File: config.mk
export PLATFORM = sky130hd
export DESIGN_NAME = rational_arithmetic_unit
export DESIGN_NICKNAME = d
export VERILOG_FILES = /design/src/rau_pkg.sv /design/src/rau_ctrl.sv /design/src/rau_dp.sv /design/src/rational_arithmetic_unit.sv
export SDC_FILE = /design/constraint.sdc
export NUM_CORES = 2
export LEC_CHECK = 0
export BUFFER_PORTS_ARGS = -buffer_cell sky130_fd_sc_hd__buf_2
export CAP_MARGIN = 30
export CORE_ASPECT_RATIO = 0.9
export CORE_MARGIN = 1
export CORE_UTILIZATION = 57
export CTS_BUF_LIST = sky130_fd_sc_hd__clkbuf_8
export DETAILED_ROUTE_END_ITERATION = 8
export PLACE_DENSITY = 0.81
export SLEW_MARGIN = 30
export SYNTH_ARGS = -nofsm -noshare
export SYNTH_HDL_FRONTEND = slang
export SYNTH_SLANG_ARGS = --single-unit
File: constraint.sdc
create_clock -name clk -period 12.8 [get_ports clk]
set_clock_uncertainty 0.1 [all_clocks]
set_input_delay 0.64 -clock clk [delete_from_list [all_inputs] [get_ports clk]]
set_output_delay 0.64 -clock clk [all_outputs]
set_load 0.03 [all_outputs]
File: src/rau_pkg.sv
`default_nettype none

package rau_pkg;

	// default operand width, output field widths
	localparam int OPERAND_WIDTH_DEF = 16;
	localparam int NUM_OUT_W         = 33;
	localparam int DEN_OUT_W         = 31;

	// operation codes on the cmd field
	localparam logic [1:0] OP_ADD = 2'd0;
	localparam logic [1:0] OP_SUB = 2'd1;
	localparam logic [1:0] OP_MUL = 2'd2;
	localparam logic [1:0] OP_DIV = 2'd3;

	// which product the shared multiplier forms this cycle
	typedef enum logic [1:0] {
		MUL_NUM0,
		MUL_NUM1,
		MUL_DEN
	} mul_sel_t;

	// controller -> datapath
	typedef struct packed {
		logic     load;
		logic     mul_en;
		mul_sel_t mul_sel;
		logic     comb;
		logic     gcd_step;
		logic     div_init;
		logic     div_step;
		logic     res_load;
	} ctl_t;

	// datapath -> controller
	typedef struct packed {
		logic err;
		logic num_zero;
		logic gcd_done;
		logic div_done;
	} sts_t;

endpackage

`default_nettype wire

File: src/rau_ctrl.sv
`default_nettype none

module rau_ctrl import rau_pkg::*; (
	input  wire logic clk,
	input  wire logic arst_n,
	input  wire logic in_valid,
	output logic      in_ready,
	input  wire logic out_ready,
	output logic      out_valid,
	output ctl_t      ctl,
	input  wire sts_t sts
);

	typedef enum logic [2:0] {
		S_IDLE,
		S_MUL0,
		S_MUL1,
		S_MUL2,
		S_COMB,
		S_GCD,
		S_DIV,
		S_FIN
	} state_t;

	state_t state_q;
	logic   out_valid_q;
	logic   out_free;

	assign out_free  = !out_valid_q || out_ready;
	assign in_ready  = (state_q == S_IDLE);
	assign out_valid = out_valid_q;

	always_comb begin
		ctl = '0;
		ctl.mul_sel = MUL_NUM0;
		case (state_q)
			S_IDLE: begin
				ctl.load = in_valid;
			end
			S_MUL0: begin
				ctl.mul_en  = !sts.err;
				ctl.mul_sel = MUL_NUM0;
			end
			S_MUL1: begin
				ctl.mul_en  = 1'b1;
				ctl.mul_sel = MUL_NUM1;
			end
			S_MUL2: begin
				ctl.mul_en  = 1'b1;
				ctl.mul_sel = MUL_DEN;
			end
			S_COMB: begin
				ctl.comb = 1'b1;
			end
			S_GCD: begin
				if (!sts.num_zero) begin
					ctl.gcd_step = !sts.gcd_done;
					ctl.div_init = sts.gcd_done;
				end
			end
			S_DIV: begin
				ctl.div_step = !sts.div_done;
			end
			S_FIN: begin
				ctl.res_load = out_free;
			end
			default: begin
				ctl = '0;
			end
		endcase
	end

	always_ff @(posedge clk or negedge arst_n) begin
		if (!arst_n) begin
			state_q     <= S_IDLE;
			out_valid_q <= 1'b0;
		end else begin
			// new result loads as the old one leaves, or into an empty slot
			if (state_q == S_FIN && out_free)
				out_valid_q <= 1'b1;
			else if (out_valid_q && out_ready)
				out_valid_q <= 1'b0;
			case (state_q)
				S_IDLE: begin
					if (in_valid)
						state_q <= S_MUL0;
				end
				S_MUL0: begin
					state_q <= sts.err ? S_FIN : S_MUL1;
				end
				S_MUL1: state_q <= S_MUL2;
				S_MUL2: state_q <= S_COMB;
				S_COMB: state_q <= S_GCD;
				S_GCD: begin
					if (sts.num_zero)
						state_q <= S_FIN;
					else if (sts.gcd_done)
						state_q <= S_DIV;
				end
				S_DIV: begin
					if (sts.div_done)
						state_q <= S_FIN;
				end
				S_FIN: begin
					if (out_free)
						state_q <= S_IDLE;
				end
				default: state_q <= S_IDLE;
			endcase
		end
	end

endmodule

`default_nettype wire

File: src/rau_dp.sv
`default_nettype none

module rau_dp import rau_pkg::*; #(
	parameter int OPERAND_WIDTH = OPERAND_WIDTH_DEF
) (
	input  wire logic                     clk,
	input  wire logic                     arst_n,
	input  wire ctl_t                     ctl,
	output sts_t                          sts,
	input  wire logic [1:0]               op_in,
	input  wire logic [OPERAND_WIDTH-1:0] a_num,
	input  wire logic [OPERAND_WIDTH-1:0] a_den,
	input  wire logic [OPERAND_WIDTH-1:0] b_num,
	input  wire logic [OPERAND_WIDTH-1:0] b_den,
	output logic [NUM_OUT_W-1:0]          res_num,
	output logic [DEN_OUT_W-1:0]          res_den,
	output logic                          res_status
);

	localparam int W   = OPERAND_WIDTH;
	localparam int PW  = 2 * W;
	localparam int SW  = 2 * W + 1;
	localparam int KW  = $clog2(SW + 1);
	localparam int NXW = (SW > NUM_OUT_W) ? SW : NUM_OUT_W;
	localparam int DXW = (SW > DEN_OUT_W) ? SW : DEN_OUT_W;

	// operands, sign/magnitude
	logic [1:0]   op_q;
	logic         err_q;
	logic         an_neg_q, ad_neg_q, bn_neg_q, bd_neg_q;
	logic [W-1:0] an_mag_q, ad_mag_q, bn_mag_q, bd_mag_q;

	// products
	logic          p0_neg_q, p1_neg_q, den_neg_q;
	logic [PW-1:0] p0_mag_q, p1_mag_q, den_mag_q;

	// combined numerator
	logic          num_neg_q;
	logic [SW-1:0] num_mag_q;

	// binary gcd
	logic [SW-1:0] u_q, v_q;
	logic [KW-1:0] k_q;

	// two division lanes sharing the divisor
	logic [SW-1:0] d_q, rn_q, qn_q, rd_q, qd_q;
	logic [KW-1:0] cnt_q;

	// output payload
	logic [NUM_OUT_W-1:0] res_num_q;
	logic [DEN_OUT_W-1:0] res_den_q;
	logic                 res_status_q;

	logic [W-1:0] an_mag, ad_mag, bn_mag, bd_mag;

	function automatic logic [W-1:0] mag_of(input logic [W-1:0] v);
		mag_of = v[W-1] ? (~v + W'(1)) : v;
	endfunction

	assign an_mag = mag_of(a_num);
	assign ad_mag = mag_of(a_den);
	assign bn_mag = mag_of(b_num);
	assign bd_mag = mag_of(b_den);

	// multiplier operand select
	logic          x_neg, y_neg, flip;
	logic [W-1:0]  x_mag, y_mag;
	logic [PW-1:0] prod;
	logic          prod_neg;

	always_comb begin
		flip = 1'b0;
		case (ctl.mul_sel)
			MUL_NUM1: begin
				x_neg = bn_neg_q; x_mag = bn_mag_q;
				y_neg = ad_neg_q; y_mag = ad_mag_q;
				flip  = (op_q == OP_SUB);
			end
			MUL_DEN: begin
				x_neg = ad_neg_q; x_mag = ad_mag_q;
				if (op_q == OP_DIV) begin
					y_neg = bn_neg_q; y_mag = bn_mag_q;
				end else begin
					y_neg = bd_neg_q; y_mag = bd_mag_q;
				end
			end
			default: begin
				x_neg = an_neg_q; x_mag = an_mag_q;
				if (op_q == OP_MUL) begin
					y_neg = bn_neg_q; y_mag = bn_mag_q;
				end else begin
					y_neg = bd_neg_q; y_mag = bd_mag_q;
				end
			end
		endcase
	end

	assign prod     = PW'(x_mag) * PW'(y_mag);
	assign prod_neg = (prod != '0) && ((x_neg ^ y_neg) ^ flip);

	// sign/magnitude sum of the two numerator products
	logic [SW-1:0] e0, e1, sum_mag;
	logic          sum_neg;

	assign e0 = SW'(p0_mag_q);
	assign e1 = SW'(p1_mag_q);

	always_comb begin
		if (op_q == OP_MUL || op_q == OP_DIV) begin
			sum_mag = e0;
			sum_neg = p0_neg_q;
		end else if (p0_neg_q == p1_neg_q) begin
			sum_mag = e0 + e1;
			sum_neg = p0_neg_q;
		end else if (e0 >= e1) begin
			sum_mag = e0 - e1;
			sum_neg = p0_neg_q;
		end else begin
			sum_mag = e1 - e0;
			sum_neg = p1_neg_q;
		end
		if (sum_mag == '0)
			sum_neg = 1'b0;
	end

	// restoring division step, one quotient bit per lane
	logic [SW:0] tn, td;
	logic        gen, ged;

	assign tn  = {rn_q, qn_q[SW-1]};
	assign td  = {rd_q, qd_q[SW-1]};
	assign gen = (tn >= {1'b0, d_q});
	assign ged = (td >= {1'b0, d_q});

	// result formation
	logic [NXW-1:0] nx;
	logic [DXW-1:0] dx;

	always_comb begin
		nx = NXW'(qn_q);
		if (num_neg_q != den_neg_q)
			nx = ~nx + NXW'(1);
		dx = DXW'(qd_q);
	end

	always_ff @(posedge clk) begin
		if (ctl.load) begin
			op_q     <= op_in;
			err_q    <= (ad_mag == '0) || (bd_mag == '0) ||
			            (op_in == OP_DIV && bn_mag == '0);
			an_neg_q <= a_num[W-1]; an_mag_q <= an_mag;
			ad_neg_q <= a_den[W-1]; ad_mag_q <= ad_mag;
			bn_neg_q <= b_num[W-1]; bn_mag_q <= bn_mag;
			bd_neg_q <= b_den[W-1]; bd_mag_q <= bd_mag;
		end
		if (ctl.mul_en) begin
			case (ctl.mul_sel)
				MUL_NUM1: begin
					p1_mag_q <= prod; p1_neg_q <= prod_neg;
				end
				MUL_DEN: begin
					den_mag_q <= prod; den_neg_q <= prod_neg;
				end
				default: begin
					p0_mag_q <= prod; p0_neg_q <= prod_neg;
				end
			endcase
		end
		if (ctl.comb) begin
			num_mag_q <= sum_mag;
			num_neg_q <= sum_neg;
			u_q       <= sum_mag;
			v_q       <= SW'(den_mag_q);
		end else if (ctl.gcd_step) begin
			if (!u_q[0] && !v_q[0]) begin
				u_q <= u_q >> 1;
				v_q <= v_q >> 1;
			end else if (!u_q[0]) begin
				u_q <= u_q >> 1;
			end else if (!v_q[0]) begin
				v_q <= v_q >> 1;
			end else if (u_q >= v_q) begin
				u_q <= u_q - v_q;
			end else begin
				v_q <= v_q - u_q;
			end
		end
		if (ctl.div_init) begin
			d_q  <= (u_q | v_q) << k_q;
			rn_q <= '0;
			qn_q <= num_mag_q;
			rd_q <= '0;
			qd_q <= SW'(den_mag_q);
		end else if (ctl.div_step) begin
			rn_q <= gen ? SW'(tn - {1'b0, d_q}) : tn[SW-1:0];
			qn_q <= {qn_q[SW-2:0], gen};
			rd_q <= ged ? SW'(td - {1'b0, d_q}) : td[SW-1:0];
			qd_q <= {qd_q[SW-2:0], ged};
		end
		if (ctl.res_load) begin
			if (err_q || num_mag_q == '0) begin
				res_num_q <= '0;
				res_den_q <= DEN_OUT_W'(1);
			end else begin
				res_num_q <= nx[NUM_OUT_W-1:0];
				res_den_q <= dx[DEN_OUT_W-1:0];
			end
			res_status_q <= err_q;
		end
	end

	// counters: common power of two, division bit count
	always_ff @(posedge clk or negedge arst_n) begin
		if (!arst_n) begin
			k_q   <= '0;
			cnt_q <= '0;
		end else begin
			if (ctl.comb)
				k_q <= '0;
			else if (ctl.gcd_step && !u_q[0] && !v_q[0])
				k_q <= k_q + KW'(1);
			if (ctl.div_init)
				cnt_q <= KW'(SW);
			else if (ctl.div_step)
				cnt_q <= cnt_q - KW'(1);
		end
	end

	assign sts.err      = err_q;
	assign sts.num_zero = (num_mag_q == '0);
	assign sts.gcd_done = (u_q == '0) || (v_q == '0);
	assign sts.div_done = (cnt_q == '0);

	assign res_num    = res_num_q;
	assign res_den    = res_den_q;
	assign res_status = res_status_q;

endmodule

`default_nettype wire

File: src/rational_arithmetic_unit.sv
// Sequence: an accepted request runs the three products, the binary-GCD loop
//   (one subtract or shift per step) and the bit-serial quotient lanes;
//   error requests go straight to the result, zero-numerator requests skip the division.
// One request in flight: a new request is taken only after the last result has
//   been loaded into the result register.
// Reset: arst_n asynchronous, active low; clears the controller and output valid.
`default_nettype none

module rational_arithmetic_unit import rau_pkg::*; #(
	parameter int OPERAND_WIDTH = OPERAND_WIDTH_DEF,
	localparam int IN_BITS  = 2 + 4 * OPERAND_WIDTH,
	localparam int IN_TW    = 8 * ((IN_BITS + 7) / 8),
	localparam int OUT_TW   = 8 * ((NUM_OUT_W + DEN_OUT_W + 7) / 8)
) (
	input  wire logic              clk,
	input  wire logic              arst_n,
	// request side
	input  wire logic              s_axis_tvalid,
	output logic                   s_axis_tready,
	// fields from bit 0 up: cmd[2], a_num, a_den, b_num, b_den (OPERAND_WIDTH each)
	input  wire logic [IN_TW-1:0]  s_axis_tdata,
	// result side
	output logic                   m_axis_tvalid,
	input  wire logic              m_axis_tready,
	// fields from bit 0 up: res_num[33] (signed), res_den[31]
	output logic [OUT_TW-1:0]      m_axis_tdata,
	// fields: status[1] (1 = zero denominator / divide by zero, result 0/1)
	output logic                   m_axis_tuser
);

	localparam int W = OPERAND_WIDTH;

	ctl_t ctl;
	sts_t sts;

	logic [1:0]           cmd;
	logic [W-1:0]         a_num, a_den, b_num, b_den;
	logic [NUM_OUT_W-1:0] res_num;
	logic [DEN_OUT_W-1:0] res_den;
	logic                 status;

	// unpack request
	assign cmd   = s_axis_tdata[1:0];
	assign a_num = s_axis_tdata[2 + 0*W +: W];
	assign a_den = s_axis_tdata[2 + 1*W +: W];
	assign b_num = s_axis_tdata[2 + 2*W +: W];
	assign b_den = s_axis_tdata[2 + 3*W +: W];

	// Controller sequences: load operands, three products through one
	// multiplier, sign/magnitude combine, binary GCD, then two restoring
	// division lanes dividing numerator and denominator by the GCD.
	// The result register lets a new request in while a result waits.
	rau_ctrl u_ctrl (
		.clk       (clk),
		.arst_n    (arst_n),
		.in_valid  (s_axis_tvalid),
		.in_ready  (s_axis_tready),
		.out_ready (m_axis_tready),
		.out_valid (m_axis_tvalid),
		.ctl       (ctl),
		.sts       (sts)
	);

	rau_dp #(
		.OPERAND_WIDTH (OPERAND_WIDTH)
	) u_dp (
		.clk        (clk),
		.arst_n     (arst_n),
		.ctl        (ctl),
		.sts        (sts),
		.op_in      (cmd),
		.a_num      (a_num),
		.a_den      (a_den),
		.b_num      (b_num),
		.b_den      (b_den),
		.res_num    (res_num),
		.res_den    (res_den),
		.res_status (status)
	);

	// pack result, zero-filled to whole bytes
	assign m_axis_tdata = OUT_TW'({res_den, res_num});
	assign m_axis_tuser = status;

endmodule

`default_nettype wire

==> out/results.ini <==
[setup_path]
cpMaxStageDelayCell=ha_2
r2r-start=u_ctrl.state_q[2]
worstPathRequired_ps=13150
cp.arrival_ps=11140
cp_num_buf_inv=6
crit_path_start_kind=flip-flop
crit_path_start=u_ctrl.state_q[2]
cp_top_family=adder cells
end_kind=flip-flop
path_common_cell=fa_1
crit_path_max_incr_delay_ps=890
crit_fanout=40
crit_type=flip-flop to flip-flop

[global_route]
grt_max_degree=72
grt.total_usage_pct=34.4
grt_pass1_vias=37800
grt_antenna_before_repair=6
gr-total-overflow=0
grt_pass1_wl_um=216000

[timing]
fin_crit_sh_pct=84.3
final_hold_viol_count=0
drv_slew=0
max_freq_mhz=92.7
finalSetupTns_ps=0
slew_headroom_pct=17.3
worstMarginPinSlew_ps=1230
setup_viol_count_final=0
setup_ws_ps=2010
rsz0062_at_grt=no
min_period_ps=10790

[route]
vias=39300
viasPerCell=6.26
drt_wl_total_um=140000
ant_nets=0
drt-pass1-iter-count=7
drtIter0Drc=4537
routedWlPerCell_um=22.3
drc=0

[power]
power.switching_mw=0.808
seqPwrFrac_pct=51.5
power_frac_comb_pct=1.7
p_int_mw=2.69
power_density_nw_per_um2=71.2
p_leak_nw=21.1
switching_share_pct=23.1
vdd_drop_max_v=0.0000904
clkPwrFrac_pct=46.8
power_mw=3.50

[floorplan]
dieWidth_um=299
io-pin-count=143
die_area_um2=80800
core_um2=78300
die_height_um=270
start_util_pct=58.0
num_rows=97

[synthesis]
yosys.cell_count.top_type=nand2_1
synth_common_cells=569 x nand2_1, 548 x nor2_1, 523 x inv_1, 432 x edfxtp_1, 378 x ha_1
synth_top_area_share_pct=28.6
postSynthAreaPerCell_um2=8.90
synthDistinctLibCells=92
ys_seq_area_share_pct=32.5
synth_fp_nets=5754
synth_edf_count=432
yosysTopAreaCell=edfxtp_1
syn_inst=5099
synthesis.area_um2=45400
async_flop_share_pct=3.10
ys.flop_type=edfxtp_1
ys_ff_latch=516
ys_warn_count=0
synthTopCellsByArea=edfxtp_1 29%, ha_1 10%, fa_1 8.9%

[flow_run]
drv_cap=0

[final_layout]
multiInputGateArea_um2=28000
design_area_um2=49100
layout-drive-gt1-share_pct=8.42
layout.nets=5818
area_delta_synth_final_pct=8.16
seq_area_um2=14700
fillers=6592

[placement]
place_area_um2=47100
gp_congestion=1.04
hpwl_um=108000
port_buffers=136
dp_slack_ps=2340

[clock_network]
clock_path_buffers=3
cts_max_level=3
clk_pin_slew_ps=70
tritoncts=done
postCtsSetupBuffers=0
cts.sinks=516
cts-root-buf=clkbuf_8
insertion_delay_ps=760
cts_made_buffers=88

[run_status]
status=completed

[min_path]
hold_class=input port to flip-flop
min_from=s_axis_tdata[34]

[routing by layer]
layer	share of wire [%]	track usage, %	vias to the layer above
met5	0	0	-
met4	4.6	14.5	0
met3	12	7.90	330
met2	43	51.9	2134
met1	41	47.3	18800
li1	-	-	18000
[cells by family after synthesis]
kind of cell	synth area share (%)
simple gates	16.8
xor+xnor	4.90
buf+inv	6.35
flops	32.5
mux	3.42
fa+ha+maj	19.3
compound gates	16.8
[per-stage QoR]
stage                     hold WS (ps)  cells  utilization, %
after floorplan                    244   5099               -
after global placement             328   6103            60.1
after detailed placement           351   6105            60.2
after CTS                         4.80   6275            62.6
after global routing              33.4   6278            62.7
final                             48.9   6281            62.7
[registers in the layout (all words and copies together) (netlist names), 2 cells and up]
signal / count
u_dp.p0_mag_q: 32
u_dp.k_q: 6
u_dp.bn_mag_q: 16
u_ctrl.state_q: 3
u_dp.dx: 33
u_dp.rn_q: 33
u_dp.op_q: 2
u_dp.res_num: 33
u_dp.qn_q: 33
u_dp.u_q: 33
u_dp.an_mag_q: 16
u_dp.cnt_q: 6
u_dp.res_den: 31
u_dp.p1_mag_q: 32
u_dp.d_q: 33
u_dp.den_mag_q: 32
u_dp.num_mag_q: 33
u_dp.ad_mag_q: 16
u_dp.bd_mag_q: 16
u_dp.rd_q: 33
u_dp.v_q: 33
[placed cells by master (no fill, tap or decap), drive strengths merged, types with 67 or more instances in the layout]
cell / synthesis / final
fa: 201 / 201
nor3: 112 / 112
clkbuf: 194 / 90
inv: 526 / 550
a21oi: 366 / 366
nor4: 67 / 67
dfxtp: 68 / 68
edfxtp: 432 / 432
buf: 33 / 195
xor2: 67 / 67
mux2i: 78 / 78
ha: 378 / 378
nand2: 570 / 570
nor2: 548 / 548
xnor2: 187 / 187
nand3: 69 / 69
a21o: 88 / 88
o21ai: 265 / 265
[power groups by stage]
stage               Combinational (mW)  Sequential, mW  Clock [mW]
floorplan                       0.0304            1.84           0
global placement                0.0549            1.84           0
detailed placement              0.0574            1.84           0
CTS                             0.0592            1.80        1.66
global route                    0.0651            1.80        1.72
finish                          0.0598            1.80        1.63
[path summary, 6_finish.rpt]
check,endpoint,slack (ps),depth (start not counted)
max in group asynchronous,u_dp.k_q[1],11930,2
hold / removal,u_dp.bn_mag_q[0],50,1
hold reg to reg,u_dp.rn_q[32],370,2
setup reg to reg,u_dp.den_neg_q,2010,29
min in group asynchronous,u_ctrl.out_valid,320,2
setup / recovery,u_dp.den_neg_q,2010,29
[cell type report]
type | instances | share of cell area [%]
inverter | 530 | 4.06
sequential | 516 | 30.0
timing repair buffer | 201 | 2.47
antenna | 5 | 0.0255
tap | 1039 | 2.65
clock buffer | 90 | 2.52
clock inverter | 74 | 1.32
multi-input combinational | 3826 | 56.9
[repair_timing]
action,4_1_cts,5_1_grt
gates resized for setup,0,0
hold buffers,6,0
hold endpoints to repair,21,0
Note: power is estimated with default switching activity, not from simulation.
